==> config.mk <==
export PLATFORM = sky130hd
export DESIGN_NAME = utf8_to_codepoint_decoder_top
export DESIGN_NICKNAME = d
export VERILOG_FILES = /design/src/hdl/u8d_pkg.sv /design/src/hdl/utf8_to_codepoint_decoder_top.sv /design/src/hdl/u8d_front.sv /design/src/hdl/u8d_fifo.sv /design/src/hdl/u8d_back.sv
export SDC_FILE = /design/constraint.sdc
export NUM_CORES = 1
export LEC_CHECK = 0
export ABC_AREA = 1
export BUFFER_PORTS_ARGS = -buffer_cell sky130_fd_sc_hd__buf_2
export CORE_MARGIN = 2
export CORE_UTILIZATION = 50
export CTS_CLUSTER_DIAMETER = 80
export DETAILED_ROUTE_END_ITERATION = 10
export PLACE_DENSITY = 0.66
export SLEW_MARGIN = 10
export SYNTH_ARGS = -nofsm -noshare
export SYNTH_HDL_FRONTEND = slang
export SYNTH_SLANG_ARGS = --single-unit
==> constraint.sdc <==
create_clock -name clk -period 2.9 [get_ports clk]
set_input_delay 0.58 -clock clk [delete_from_list [all_inputs] [get_ports clk]]
set_output_delay 0.58 -clock clk [all_outputs]
set_load 0.01 [all_outputs]
==> src/hdl/u8d_pkg.sv <==
// u8d_pkg: shared types and constants for the UTF-8 decoder.
// Byte class codes, queue sizing and the queue entry type.
// No dependencies.
package u8d_pkg;

  // Byte class codes, set by the front end
  localparam logic [2:0] CLS_ASCII = 3'd0;
  localparam logic [2:0] CLS_LEAD2 = 3'd1;
  localparam logic [2:0] CLS_LEAD3 = 3'd2;
  localparam logic [2:0] CLS_LEAD4 = 3'd3;
  localparam logic [2:0] CLS_CONT  = 3'd4;
  localparam logic [2:0] CLS_SKIP  = 3'd5;

  // Queue between front and back; depth must be a power of two
  localparam int Q_DEPTH = 4;
  localparam int Q_AW    = $clog2(Q_DEPTH);

  localparam int CP_W = 21;

  // One classified byte: class, payload bits already masked, end flag
  typedef struct packed {
    logic [2:0] cls;
    logic [6:0] bits;
    logic       last;
  } u8d_item_t;

  // Queue status seen by front and back
  typedef struct packed {
    logic full;
    logic empty;
  } u8d_q_status_t;

endpackage

==> src/hdl/utf8_to_codepoint_decoder_top.sv <==
// utf8_to_codepoint_decoder_top: UTF-8 byte stream to code point decoder.
// Depends on u8d_pkg, u8d_front, u8d_fifo, u8d_back.
//
// Usage:
//   Input channel (in_valid / in_stall): one byte per transaction, with
//   in_last_byte set on the final byte of a string.
//   Output channel (out_valid / out_stall): one result per completed code
//   point; a final byte always gives one result (out_end_of_string = 1),
//   with out_has_code_point = 0 if nothing completed on it.
//   Throughput: one byte per cycle while out_stall is low; the sequence
//   state is updated in the back end as each byte is popped.
//   Path: an accepted byte is written to the queue, decoded at the queue
//   head and its result captured in the output register; bytes already
//   queued ahead of it are handled first.
//   Stall: while out_stall is high and a result is held, the output
//   register holds and the back end stops; the front keeps taking bytes
//   until the 4-entry queue fills, then raises in_stall.
//   Reset (rst_n low, synchronous): queue emptied, no sequence pending,
//   no result shown.
module utf8_to_codepoint_decoder_top import u8d_pkg::*; (
  input  logic            clk,
  input  logic            rst_n,
  input  logic            in_valid,
  output logic            in_stall,
  input  logic [7:0]      in_byte_in,
  input  logic            in_last_byte,
  output logic            out_valid,
  input  logic            out_stall,
  output logic [CP_W-1:0] out_code_point,
  output logic            out_has_code_point,
  output logic            out_end_of_string
);

  u8d_q_status_t q_status;
  u8d_item_t     push_item, head_item;
  logic          push, pop;

  // Front end: handshake and classification
  u8d_front u_front (
    .in_valid     (in_valid),
    .in_stall     (in_stall),
    .in_byte_in   (in_byte_in),
    .in_last_byte (in_last_byte),
    .q_status     (q_status),
    .push         (push),
    .push_item    (push_item)
  );

  // Decoupling queue
  u8d_fifo u_fifo (
    .clk       (clk),
    .rst_n     (rst_n),
    .push      (push),
    .push_item (push_item),
    .pop       (pop),
    .head_item (head_item),
    .q_status  (q_status)
  );

  // Back end: sequence assembly and output
  u8d_back u_back (
    .clk                (clk),
    .rst_n              (rst_n),
    .q_status           (q_status),
    .head_item          (head_item),
    .pop                (pop),
    .out_valid          (out_valid),
    .out_stall          (out_stall),
    .out_code_point     (out_code_point),
    .out_has_code_point (out_has_code_point),
    .out_end_of_string  (out_end_of_string)
  );

endmodule

==> src/hdl/u8d_front.sv <==
// u8d_front: input handshake and byte classification.
// Depends on u8d_pkg.
module u8d_front import u8d_pkg::*; (
  input  logic          in_valid,
  output logic          in_stall,
  input  logic [7:0]    in_byte_in,
  input  logic          in_last_byte,
  input  u8d_q_status_t q_status,
  output logic          push,
  output u8d_item_t     push_item
);

  // Stall whenever the queue cannot take the transaction
  assign in_stall = q_status.full;
  assign push     = in_valid && !q_status.full;

  // Classify lead / continuation and strip the marker bits
  always_comb begin
    push_item.last = in_last_byte;
    push_item.bits = 7'd0;
    unique case (in_byte_in) inside
      [8'h00:8'h7F]: begin
        push_item.cls  = CLS_ASCII;
        push_item.bits = in_byte_in[6:0];
      end
      [8'h80:8'hBF]: begin
        push_item.cls  = CLS_CONT;
        push_item.bits = {1'b0, in_byte_in[5:0]};
      end
      [8'hC0:8'hDF]: begin
        push_item.cls  = CLS_LEAD2;
        push_item.bits = {2'b00, in_byte_in[4:0]};
      end
      [8'hE0:8'hEF]: begin
        push_item.cls  = CLS_LEAD3;
        push_item.bits = {3'b000, in_byte_in[3:0]};
      end
      [8'hF0:8'hF7]: begin
        push_item.cls  = CLS_LEAD4;
        push_item.bits = {4'b0000, in_byte_in[2:0]};
      end
      default: begin
        push_item.cls = CLS_SKIP;   // invalid lead 0xF8-0xFF
      end
    endcase
  end

endmodule

==> src/hdl/u8d_fifo.sv <==
// u8d_fifo: short queue of classified bytes between front and back.
// Depends on u8d_pkg.
module u8d_fifo import u8d_pkg::*; (
  input  logic          clk,
  input  logic          rst_n,
  input  logic          push,
  input  u8d_item_t     push_item,
  input  logic          pop,
  output u8d_item_t     head_item,
  output u8d_q_status_t q_status
);

  u8d_item_t       mem_r [Q_DEPTH];
  logic [Q_AW-1:0] wr_ptr_r, rd_ptr_r;
  logic [Q_AW:0]   count_r, count_nxt;

  assign q_status.full  = (count_r == (Q_AW+1)'(Q_DEPTH));
  assign q_status.empty = (count_r == '0);
  assign head_item      = mem_r[rd_ptr_r];

  // Occupancy
  always_comb begin
    count_nxt = count_r;
    if (push && !pop) count_nxt = count_r + 1'b1;
    else if (!push && pop) count_nxt = count_r - 1'b1;
  end

  // Pointers and count
  always_ff @(posedge clk) begin
    if (!rst_n) begin
      wr_ptr_r <= '0;
      rd_ptr_r <= '0;
      count_r  <= '0;
    end else begin
      if (push) wr_ptr_r <= wr_ptr_r + 1'b1;
      if (pop)  rd_ptr_r <= rd_ptr_r + 1'b1;
      count_r <= count_nxt;
    end
  end

  // Entry storage
  always_ff @(posedge clk) begin
    if (push) mem_r[wr_ptr_r] <= push_item;
  end

endmodule

==> src/hdl/u8d_back.sv <==
// u8d_back: sequence state, code point assembly and output register.
// Depends on u8d_pkg.
module u8d_back import u8d_pkg::*; (
  input  logic            clk,
  input  logic            rst_n,
  input  u8d_q_status_t   q_status,
  input  u8d_item_t       head_item,
  output logic            pop,
  output logic            out_valid,
  input  logic            out_stall,
  output logic [CP_W-1:0] out_code_point,
  output logic            out_has_code_point,
  output logic            out_end_of_string
);

  logic [CP_W-1:0] acc_r, acc_nxt;
  logic [1:0]      rem_r, rem_nxt;
  logic            valid_r;
  logic [CP_W-1:0] cp_r;
  logic            has_r, eos_r;
  logic            done;
  logic [CP_W-1:0] cp;
  logic            emit;

  // Take the next queued byte when the output slot is free or draining
  assign pop  = !q_status.empty && (!valid_r || !out_stall);
  assign emit = pop && (done || head_item.last);

  // Decode step for the head byte
  always_comb begin
    acc_nxt = acc_r;
    rem_nxt = rem_r;
    done    = 1'b0;
    cp      = '0;
    if (rem_r != 2'd0 && head_item.cls == CLS_CONT) begin
      acc_nxt = {acc_r[CP_W-7:0], head_item.bits[5:0]};
      rem_nxt = rem_r - 2'd1;
      if (rem_r == 2'd1) begin
        done = 1'b1;
        cp   = acc_nxt;
      end
    end else begin
      rem_nxt = 2'd0;
      unique case (head_item.cls)
        CLS_ASCII: begin
          done = 1'b1;
          cp   = CP_W'(head_item.bits);
        end
        CLS_LEAD2: begin
          acc_nxt = CP_W'(head_item.bits);
          rem_nxt = 2'd1;
        end
        CLS_LEAD3: begin
          acc_nxt = CP_W'(head_item.bits);
          rem_nxt = 2'd2;
        end
        CLS_LEAD4: begin
          acc_nxt = CP_W'(head_item.bits);
          rem_nxt = 2'd3;
        end
        default: ;  // stray continuation or invalid lead
      endcase
    end
    // End of string returns to the idle state
    if (head_item.last) begin
      acc_nxt = '0;
      rem_nxt = 2'd0;
    end
  end

  // Sequence state
  always_ff @(posedge clk) begin
    if (!rst_n) begin
      acc_r <= '0;
      rem_r <= 2'd0;
    end else if (pop) begin
      acc_r <= acc_nxt;
      rem_r <= rem_nxt;
    end
  end

  // Output register
  always_ff @(posedge clk) begin
    if (!rst_n) begin
      valid_r <= 1'b0;
    end else if (emit) begin
      valid_r <= 1'b1;
    end else if (!out_stall) begin
      valid_r <= 1'b0;
    end
  end

  always_ff @(posedge clk) begin
    if (emit) begin
      cp_r  <= cp;
      has_r <= done;
      eos_r <= head_item.last;
    end
  end

  assign out_valid          = valid_r;
  assign out_code_point     = cp_r;
  assign out_has_code_point = has_r;
  assign out_end_of_string  = eos_r;

  // A popped end byte always leaves the decoder idle
  a_last_clears: assert property (@(posedge clk) disable iff (!rst_n)
    pop && head_item.last |=> rem_r == 2'd0 && acc_r == '0)
    else $error("state not cleared after end of string");

  // An empty result only comes from the end byte
  a_empty_is_end: assert property (@(posedge clk) disable iff (!rst_n)
    valid_r && !has_r |-> eos_r && cp_r == '0)
    else $error("result without code point is not an end marker");

  // Never pop from an empty queue
  a_no_pop_empty: assert property (@(posedge clk) disable iff (!rst_n)
    q_status.empty |-> !pop)
    else $error("pop from empty queue");

  // A pending result is never overwritten while stalled
  a_no_overwrite: assert property (@(posedge clk) disable iff (!rst_n)
    valid_r && out_stall |-> !pop)
    else $error("output register overwritten during stall");

endmodule

## After elaboration in Yosys (flattened, before gate mapping)

Memory sizes are Yosys's and may differ from the RTL's. A register that Yosys moved wholly into a read port is not among the register bits.
Index checks and enable logic that the tools add are counted.

| storage, ports and cells | value |
|---|---|
| register bits after elaboration | 48 |
| memory bits (writable) | 44 |
| bits of input ports | 13 |
| output and inout port bits | 25 |
| memories | 1 |

Memory list:

| memory | depth | bits a word | rd ports | clocked after Yosys merged registers in | wr ports | line | text |
|---|---|---|---|---|---|---|---|
| u_fifo.mem_r | 4 | 11 | 1 | 1 | 1 | u8d_fifo.sv:13 | `u8d_item_t mem_r [Q_DEPTH];` |

| operators by class | value |
|---|---|
| add/subtract/negate cells | 5 |
| magnitude comparators | 10 |
| equal/unequal tests | 7 |
| muxes and demuxes | 22 |
| reduce and logical (&&, ||, !) cells | 26 |

Operators with widths:

| kind | count |
|---|---|
| 2-to-1 mux 15 bit | 3 |
| 2-to-1 mux 21 bit | 2 |
| one-hot mux 7 bit (5 select lines) | 1 |
| >= comparator 8 bit (second input constant) | 4 |
| less-or-equal comparator 8 bit (second input constant) | 4 |
| one-hot mux 3 bit (5 select lines) | 1 |
| logical AND 1 bit | 11 |
| >= comparator 8 x 1 -> 1 bit (second input constant) | 1 |
| less-or-equal comparator 8 x 7 -> 1 bit (second input constant) | 1 |
| 2-to-1 mux 2 bit | 4 |
| 2-to-1 mux 1 bit | 7 |
| 2-to-1 mux 7 bit | 1 |
| equality test 3 x 2 -> 1 bit (second input constant) | 2 |
| equality test 3 bit (second input constant) | 2 |
| zero test 1 bit | 6 |
| zero test 3 bit | 2 |
| 2-to-1 mux 3 bit | 2 |
| one-hot mux 2 bit (3 select lines) | 1 |
| adder 2 x 1 -> 2 bit (second input constant) | 2 |
| nonzero test 2 bit | 2 |
| adder 3 x 1 -> 3 bit (second input constant) | 1 |
| equality test 3 x 1 -> 1 bit (second input constant) | 1 |
| nonzero test 3 bit | 1 |
| OR reduction 3 bit | 1 |
| other kinds (6) | 7 |

## Logic depth before layout (Yosys ltp)

Gate-level depths: netlist (run 1).

| logic depth | value |
|---|---|
| depth in word-level cells | 7 |
| mapped depth | 14 |
| depth with buffers taken out | 12 |

## Cells and area by module

Synthesis (run 1) repeated with hierarchy kept, for this count alone.

| unflattened totals | value |
|---|---|
| cells, all modules | 369 |
| area total of the unflattened synthesis | 3996.3 sq um |

Modules (own cells, without submodules):

| module | instances | cells an instance | area an instance (sq um) |
|---|---|---|---|
| u8d_fifo | 1 | 165 | 2073.2 |
| u8d_back | 1 | 177 | 1799.2 |
| u8d_front | 1 | 27 | 123.9 |

## Worst setup path after synthesis (run 1)

OpenSTA, ideal clock, no wires.

| timing | value |
|---|---|
| path type | register to register |
| from | reg with a tool-made name |
| to | reg u_back.cp_r[0], in the netlist u_back.out_code_point[0], enable pin |
| arrival time | 1.703 ns |
| required time | 2.522 ns |
| setup slack | 0.820 ns |
| stages on the path, launching flop included | 13 |
| buffers on the path | 2 |
| cell sequence | dfxtp_1 -> buf_6 -> inv_6 -> buf_6 -> nand2_1 -> nand3_1 -> nand2_1 -> nand2_1 -> nor2_1 -> nand2_1 -> nand3b_1 -> nand2_1 -> inv_1 |

RTL lines:

| item | line | text |
|---|---|---|
| to (signal assigned) | u8d_back.sv:95 | `cp_r <= cp;` |
| to (decl) | u8d_back.sv:19 | `logic [CP_W-1:0] cp_r;` |

==> impl_metrics.tcl, run 1 <==
set metrics [dict create \
    hp-class "primary input to flip-flop" \
    max_slew_margin_pct 62.1 \
    tightest_slew_ns 0.565 \
    ff2ff_setup_slack_ns 0.78 \
    cts_setup_buffers 0 \
    antenna_cells 0 \
    clk_latency_ns 0.35 \
    cp-end-kind "flip-flop" \
    cap_violations 0 \
    synth_cell_types 36 \
    dpl.hpwl_um 4690 \
    syn-mean-instance-area_um2 10.7 \
    finalWirelength_um 6750 \
    drc 0 \
    status "finished, final reports clean" \
    fin_crit_sh_pct 73.3 \
    min_period_ns 2.12 \
    grt_overflow 0 \
    synth_seq_cells 94 \
    vias_per_cell 4.83 \
    grt_max_degree 24 \
    yosysSeqAreaShare_pct 63.5 \
    layout-drive-gt1-share_pct 21.7 \
    fin_skew_ns 0.00533 \
    synth_warnings 0 \
    fin_tns_setup_ns 0 \
    finalSetupViolCount 0 \
    fmax_ghz 0.471 \
    cts_tree "done" \
    dr.pass1.iters 4 \
    power_density_nw_per_um2 1040 \
    core_area_um2 7770 \
    rsz0062_at_grt "no" \
    die_y_um 93.6 \
    drv_slew 0 \
    grt_pass1_wl_um 11500 \
    p_leak_nw 1.81 \
    fin_ws_ns 0.775 \
    n_fill_cell 639 \
    cp.required_ns 2.94 \
    crit_path_max_fanout 23 \
    die_area_um2 8770 \
    drt_iter0_drc 113 \
    hold_violations 0 \
    critPathKind "flip-flop to flip-flop" \
    cts_buffer_depth 2 \
    start_kind "flip-flop" \
    r2r_cells 11 \
    gr-usage-all-layers_pct 17.2 \
    num_io_pins 38 \
    syn_inst 377 \
    gp_congestion 0.826 \
    ant_nets 0 \
    antenna_found_initial 0 \
    root_buffer "clkbuf_8" \
    avgRoutedWirePerCell_um 12.7 \
    dp_slack_ns 0.772 \
    start_util_pct 51.7 \
    h-tree-depth 3 \
    clkSinkCount 94 \
    syn-num-nets 398 \
    total_power_w 0.00472 \
    cts_buffers 9 \
    cp.arrival_ns 2.17 \
    cts.clk_slew.worst_paths_ns 0.09 \
    grt_pass1_vias 2465 \
    io_buffers 37 \
    final_nets 444 \
    die_w_um 93.6 \
    netlist_area_um2 4020 \
    cts_resized 0 \
    vias 2559 \
    row_count 32 \
    ctsHoldBuffers 0 \
    area_growth_pct 13.4 \
    hold_depth 1 \
    ir_drop_mv 0.351 \
]
==> synth_stat cells <==
| master | n | share of area [%] |
|---|---|---|
| a21oi_2 | 4 | 0.87 |
| nand3_4 | 1 | 0.44 |
| a32oi_1 | 6 | 1.3 |
| inv_1 | 52 | 4.9 |
| nor3_1 | 1 | 0.12 |
| a21oi_1 | 29 | 3.6 |
| nand3b_1 | 1 | 0.19 |
| nand2_1 | 76 | 7.1 |
| nor3_4 | 1 | 0.40 |
| a21oi_4 | 1 | 0.40 |
| xor2_1 | 1 | 0.22 |
| inv_6 | 1 | 0.22 |
| buf_6 | 3 | 0.84 |
| clkbuf_1 | 2 | 0.19 |
| nand3_2 | 4 | 1.0 |
| edfxtp_1 | 67 | 50 |
| buf_1 | 2 | 0.19 |
| inv_2 | 3 | 0.28 |
| o211ai_1 | 1 | 0.19 |
| fa_1 | 1 | 0.50 |
| o21ai_0 | 9 | 1.1 |
| o22ai_1 | 1 | 0.16 |
| o31ai_2 | 1 | 0.31 |
| clkinv_1 | 1 | 0.093 |
| nand3_1 | 11 | 1.4 |
| nand2_4 | 3 | 0.84 |
| buf_12 | 1 | 0.50 |
| ha_1 | 7 | 2.2 |
| dfxtp_1 | 27 | 13 |
| o21ai_1 | 1 | 0.12 |
| nand3b_2 | 1 | 0.28 |
| bufinv_8 | 1 | 0.44 |
| nand2_2 | 12 | 1.9 |
| buf_2 | 1 | 0.12 |
| o22a_1 | 1 | 0.22 |
| nor2_1 | 42 | 3.9 |
==> worst max-delay path, cell delays in order, from the launching register on <==
cell and delay, ns:
dfxtp_1 0.61, inv_6 0.15, nand2_1 0.12, nand3_1 0.07
nand2_1 0.09, nand2_1 0.08, nor2_1 0.12, nand2_1 0.08
nand3b_1 0.08, nand2_1 0.07, inv_1 0.05, buf_4 0.27
==> per-stage QoR <==
stage / cell area (um^2) / utilization (%) / cells / hold WS (ns)
after floorplan: 4020 / - / 377 / 0.436
after global placement: 4310 / 55.5 / 514 / 0.449
after detailed placement: 4310 / 55.5 / 514 / 0.455
after CTS: 4550 / 58.6 / 530 / 0.429
after global routing: 4550 / 58.6 / 530 / 0.438
final: 4550 / 58.6 / 530 / 0.445
==> state kept, by name (all words and copies together) (netlist names), named ones only <==
name,flops
u_back.acc_r,15
u_back.out_valid,1
u_back.out_code_point,21
u_fifo.count_r,3
u_fifo.wr_ptr_r,2
u_back.rem_r,2
u_fifo.rd_ptr_r,2
u_back.out_end_of_string,1
u_back.out_has_code_point,1
u_fifo.mem_r,44
==> cells in the final DEF, fill, tap and decap left out <==
master	count
inv_1	52
nand2_4	3
a21oi_1	29
clkbuf_8	9
nor3_1	1
o211ai_1	1
o22ai_1	1
nand3_2	4
buf_2	37
a21oi_4	1
ha_1	7
o21ai_0	9
nand3b_1	1
buf_4	7
inv_2	3
a32oi_1	6
dfxtp_1	27
bufinv_8	1
nand2_1	76
o21ai_1	1
edfxtp_1	67
inv_6	2
nand2_2	12
nand3_1	11
xor2_1	1
nor2_1	42
nand3_4	1
fa_1	1
bufinv_16	3
nand3b_2	1
clkinvlp_4	3
nor3_4	1
clkinv_1	1
a21oi_2	4
o22a_1	1
o31ai_2	1
==> report_power, final <==
| group | switching (W) | internal [W] | total (W) |
|---|---|---|---|
| Sequential | 0.000159 | 0.00186 | 0.00202 |
| Clock | 0.000457 | 0.000575 | 0.00103 |
| Combinational | 0.00110 | 0.000572 | 0.00167 |
| Total | 0.00172 | 0.00300 | 0.00472 |
==> cells by family (layout without fill, tap and decap cells) <==
| group | Yosys count | after routing | synth area share (%) |
|---|---|---|---|
| adder cells (fa/ha/maj) | 8 | 8 | 2.68 |
| flip-flops | 94 | 94 | 63.5 |
| buffers and inverters | 67 | 118 | 7.72 |
| AO/OA/AOI/OAI | 54 | 54 | 8.32 |
| AND/OR/NAND/NOR | 153 | 153 | 17.5 |
| XOR/XNOR | 1 | 1 | 0.218 |
==> metal layers <==
metal  wire length [um]  part of all wire [%]  vias to the layer above  global-route usage (%)
li1                   -                     -                     1325                       -
met4                143                   2.1                        0                    8.33
met3                291                   4.3                        9                    3.38
met5                  0                     0                        -                       0
met1               3170                    47                     1173                    22.3
met2               3140                    47                       52                    27.6
==> final cells by class <==
class	instances	area, um^2	area share [%]
sequential	94	2550	56.0
multi-input combinational	216	1150	25.4
timing repair buffer	44	238	5.22
inverter	58	236	5.19
tap	102	128	2.80
clock buffer	9	124	2.72
clock inverter	7	121	2.66
==> worst paths after layout <==
check	from	to
worst max register to register	flip-flop	u_back.out_code_point[3]
worst max-delay path	flip-flop	u_back.out_code_point[3]
worst min-delay path	in_last_byte	u_fifo.mem_r[2][0]
worst min register to register	u_back.acc_r[10]	u_back.acc_r[10]
Power figures use the tool's default switching activity.
==> run 2, diff against run 1 <==
--- a/config.mk
+++ b/config.mk
@@ -5,7 +5,7 @@
 export SDC_FILE = /design/constraint.sdc
 export NUM_CORES = 1
 export LEC_CHECK = 0
-export ABC_AREA = 1
+export ABC_AREA = 0
 export BUFFER_PORTS_ARGS = -buffer_cell sky130_fd_sc_hd__buf_2
 export CORE_MARGIN = 2
 export CORE_UTILIZATION = 50
==> constraint.sdc (replaced) <==
create_clock -name clk -period 2 [get_ports clk]
set_input_delay 0.4 -clock clk [delete_from_list [all_inputs] [get_ports clk]]
set_output_delay 0.4 -clock clk [all_outputs]
set_load 0.01 [all_outputs]
==> run 2 against run 1 <==
  * Total power is 28% higher
  * Critical endpoint is now u_back.acc_r[14]
  * Final cell count is 20% lower
  * Register-to-register slack lost 0.76 ns
  * Clock-buffer cell count unchanged
  * Clock skew rose by 0.0036 ns
  * Area after synthesis down 4.7%
  * Sequential share of layout area grew 0.27 points
  * Highest routed layer unchanged
  * Routed wire length is 7.9% lower
  * Die area decreased by 4.5%
  * Non-clock buffer count grew 18
  * Sequential cell count unchanged
  * Synthesized cell count down 32%
==> impl_metrics.tcl, run 2 <==
set metrics [dict create \
    cp.arrival_ns 2.23 \
    synth_area_leaders "edfxtp_1 (53%), dfxtp_1 (14%), and2_1 (5.4%)" \
    core_area_um2 7330 \
    start_kind "flip-flop" \
    synth_warnings 0 \
    clkSinkCount 94 \
    finalSetupViolCount 0 \
    top_register "u_fifo.mem_r" \
    vias 2164 \
    ir_drop_mv 0.651 \
    synth_top_cell_by_area "edfxtp_1" \
    ant_nets 0 \
    antenna_found_initial 0 \
    fmax_ghz 0.504 \
    r2r_cells 5 \
    die_area_um2 8380 \
    regArea_um2 2560 \
    antenna_cells 0 \
    utilization_pct 62.0 \
    syn_inst 255 \
    die_w_um 91.5 \
    r2r_end "u_back.acc_r[14]" \
    finalWirelength_um 6220 \
    cts.clk_slew.worst_paths_ns 0.09 \
    hold_violations 0 \
    h-tree-depth 3 \
    yosys-top-cells-count "edfxtp_1 (67), and2_1 (33), dfxtp_1 (27)" \
    drt_iter0_drc 51 \
    hp-class "primary input to flip-flop" \
    grt_max_degree 34 \
    fin_crit_sh_pct 99.2 \
    min_period_ns 1.98 \
    yosysSeqAreaShare_pct 66.6 \
    cts_tree "done" \
    synth_most_common_cell "edfxtp_1" \
    dpl.hpwl_um 4300 \
    cp-end-kind "flip-flop" \
    critPathKind "flip-flop to flip-flop" \
    ys.flop_type "edfxtp_1" \
    multi_input_area_um2 1250 \
    netlist_area_um2 3830 \
    syn-mean-instance-area_um2 15.0 \
    final_common_cell "edfxtp_1" \
    avgRoutedWirePerCell_um 14.7 \
    tightest_slew_ns 0.551 \
    die_y_um 91.5 \
    synth_edf_count 67 \
    final_nets 340 \
    grt_overflow 0 \
    grt_pass1_vias 2079 \
    root_buffer "clkbuf_8" \
    ff2ff_setup_slack_ns 0.02 \
    io_buffers 37 \
    drc 0 \
    fin_skew_ns 0.00896 \
    drv_slew 0 \
    status "finished, final reports clean" \
    largest_reg_flops 44 \
    synth_seq_cells 94 \
    synth_cell_types 39 \
    area_growth_pct 18.8 \
    cts_buffer_depth 2 \
    gr-usage-all-layers_pct 16.1 \
    layout_common_cells "edfxtp_1 (67), buf_2 (37), and2_1 (33)" \
    max_slew_margin_pct 63.3 \
    gp_congestion 0.741 \
    p_leak_nw 1.66 \
    syn-num-nets 276 \
    dr.pass1.iters 4 \
    ctsHoldBuffers 0 \
    endpoint "u_back.acc_r[14]" \
    grt_pass1_wl_um 10200 \
    start_util_pct 52.2 \
    rsz0062_at_grt "yes" \
    synth_top_cell_area_share_pct 52.5 \
    cts_buffers 9 \
    cap_violations 0 \
    fin_tns_setup_ns 0 \
    power_density_nw_per_um2 1320 \
    layout-drive-gt1-share_pct 30.9 \
    crit_path_max_fanout 13 \
    cp.required_ns 2.24 \
    clk_latency_ns 0.36 \
    n_fill_cell 580 \
    vias_per_cell 5.12 \
    row_count 31 \
    num_io_pins 38 \
    ys_async_sr_fraction_pct 0 \
]
-- run 2: cell types whose count changed after synthesis, moves of 12 or more --
cell / previous run / this run
nand2_1: 76 / 20
nand2_2: 12 / 0
nor2_1: 42 / 4
inv_1: 52 / 9
a21oi_1: 29 / 3
and2_1: 0 / 33
-- run 2: worst min-delay path by stage --
stage,startpoint,end,cells after the start
3_3_place_gp,u_back.acc_r[14],u_back.acc_r[14],2
5_1_grt,in_last_byte,u_fifo.mem_r[1][0],1
3_5_place_dp,u_back.acc_r[12],u_back.acc_r[12],2
4_1_cts,in_last_byte,u_fifo.mem_r[0][0],1
6_report,in_last_byte,u_fifo.mem_r[1][0],1
2_1_floorplan,u_back.acc_r[10],u_back.acc_r[10],2
-- run 2: layer usage --
metal,global-route usage [%],vias to the layer above,wire [um]
li1,-,1081,-
met1,20.8,1031,2930
met2,25.7,43,2970
met3,3.49,9,190
met4,8.33,0,121
met5,0,-,0
-- run 2: layout make-up --
cell class | instances | area share, %
well taps | 99 | 2.72
clock buffers | 9 | 2.72
inverters | 9 | 0.743
flip-flops and latches | 94 | 56.3
clock inverters | 7 | 1.21
repair buffers | 62 | 8.83
multi-input cells | 143 | 27.5
-- run 2: power by group --
part | switching [W] | total (W) | internal [W]
combinational | 0.00109 | 0.00214 | 0.00105
clock | 0.000666 | 0.00113 | 0.000467
sequential | 0.000159 | 0.00275 | 0.00259
total | 0.00192 | 0.00602 | 0.00411
-- run 2: cells by family after synthesis --
| family | after synthesis | synth area share, % |
|---|---|---|
| DFF | 94 | 66.6 |
| and+or+nand+nor | 77 | 11.9 |
| AOI/OAI and AO/OA | 38 | 7.06 |
| buffers and inverters | 19 | 2.65 |
| muxes | 14 | 7.84 |
| adders and majority gates | 8 | 2.81 |
| xor gates and xnor gates | 5 | 1.14 |
-- run 2: worst max-delay path, cell delays in order (launching register included) --
cell,delay (ns)
dfxtp_4,0.40
mux4_2,0.63
nor4b_4,0.30
buf_6,0.19
o31a_2,0.23
o22ai_1,0.11
-- run 2: timing repair --
item                                    4_1_cts  5_1_grt
pin swaps                                     0        3
endpoints found under the setup margin       12       44
hold endpoints to repair                      0        0
buffers inserted                              0        2
resized for setup                             2        6
cloned                                        0        1
-- run 2: through the flow --
stage / cell area, um^2 / hold WS (ns) / cells / power [W] / setup WS (ns)
finish: 4550 / 0.277 / 423 / 0.00602 / 0.0168
global route: 4550 / 0.263 / 423 / 0.00640 / -0.0431
CTS: 4510 / 0.256 / 420 / 0.00602 / 0.00541
detailed placement: 4320 / 0.458 / 404 / 0.00488 / -0.0465
global placement: 4320 / 0.451 / 404 / 0.00484 / 0.0161
floorplan: 3890 / 0.442 / 255 / 0.00410 / -0.0607
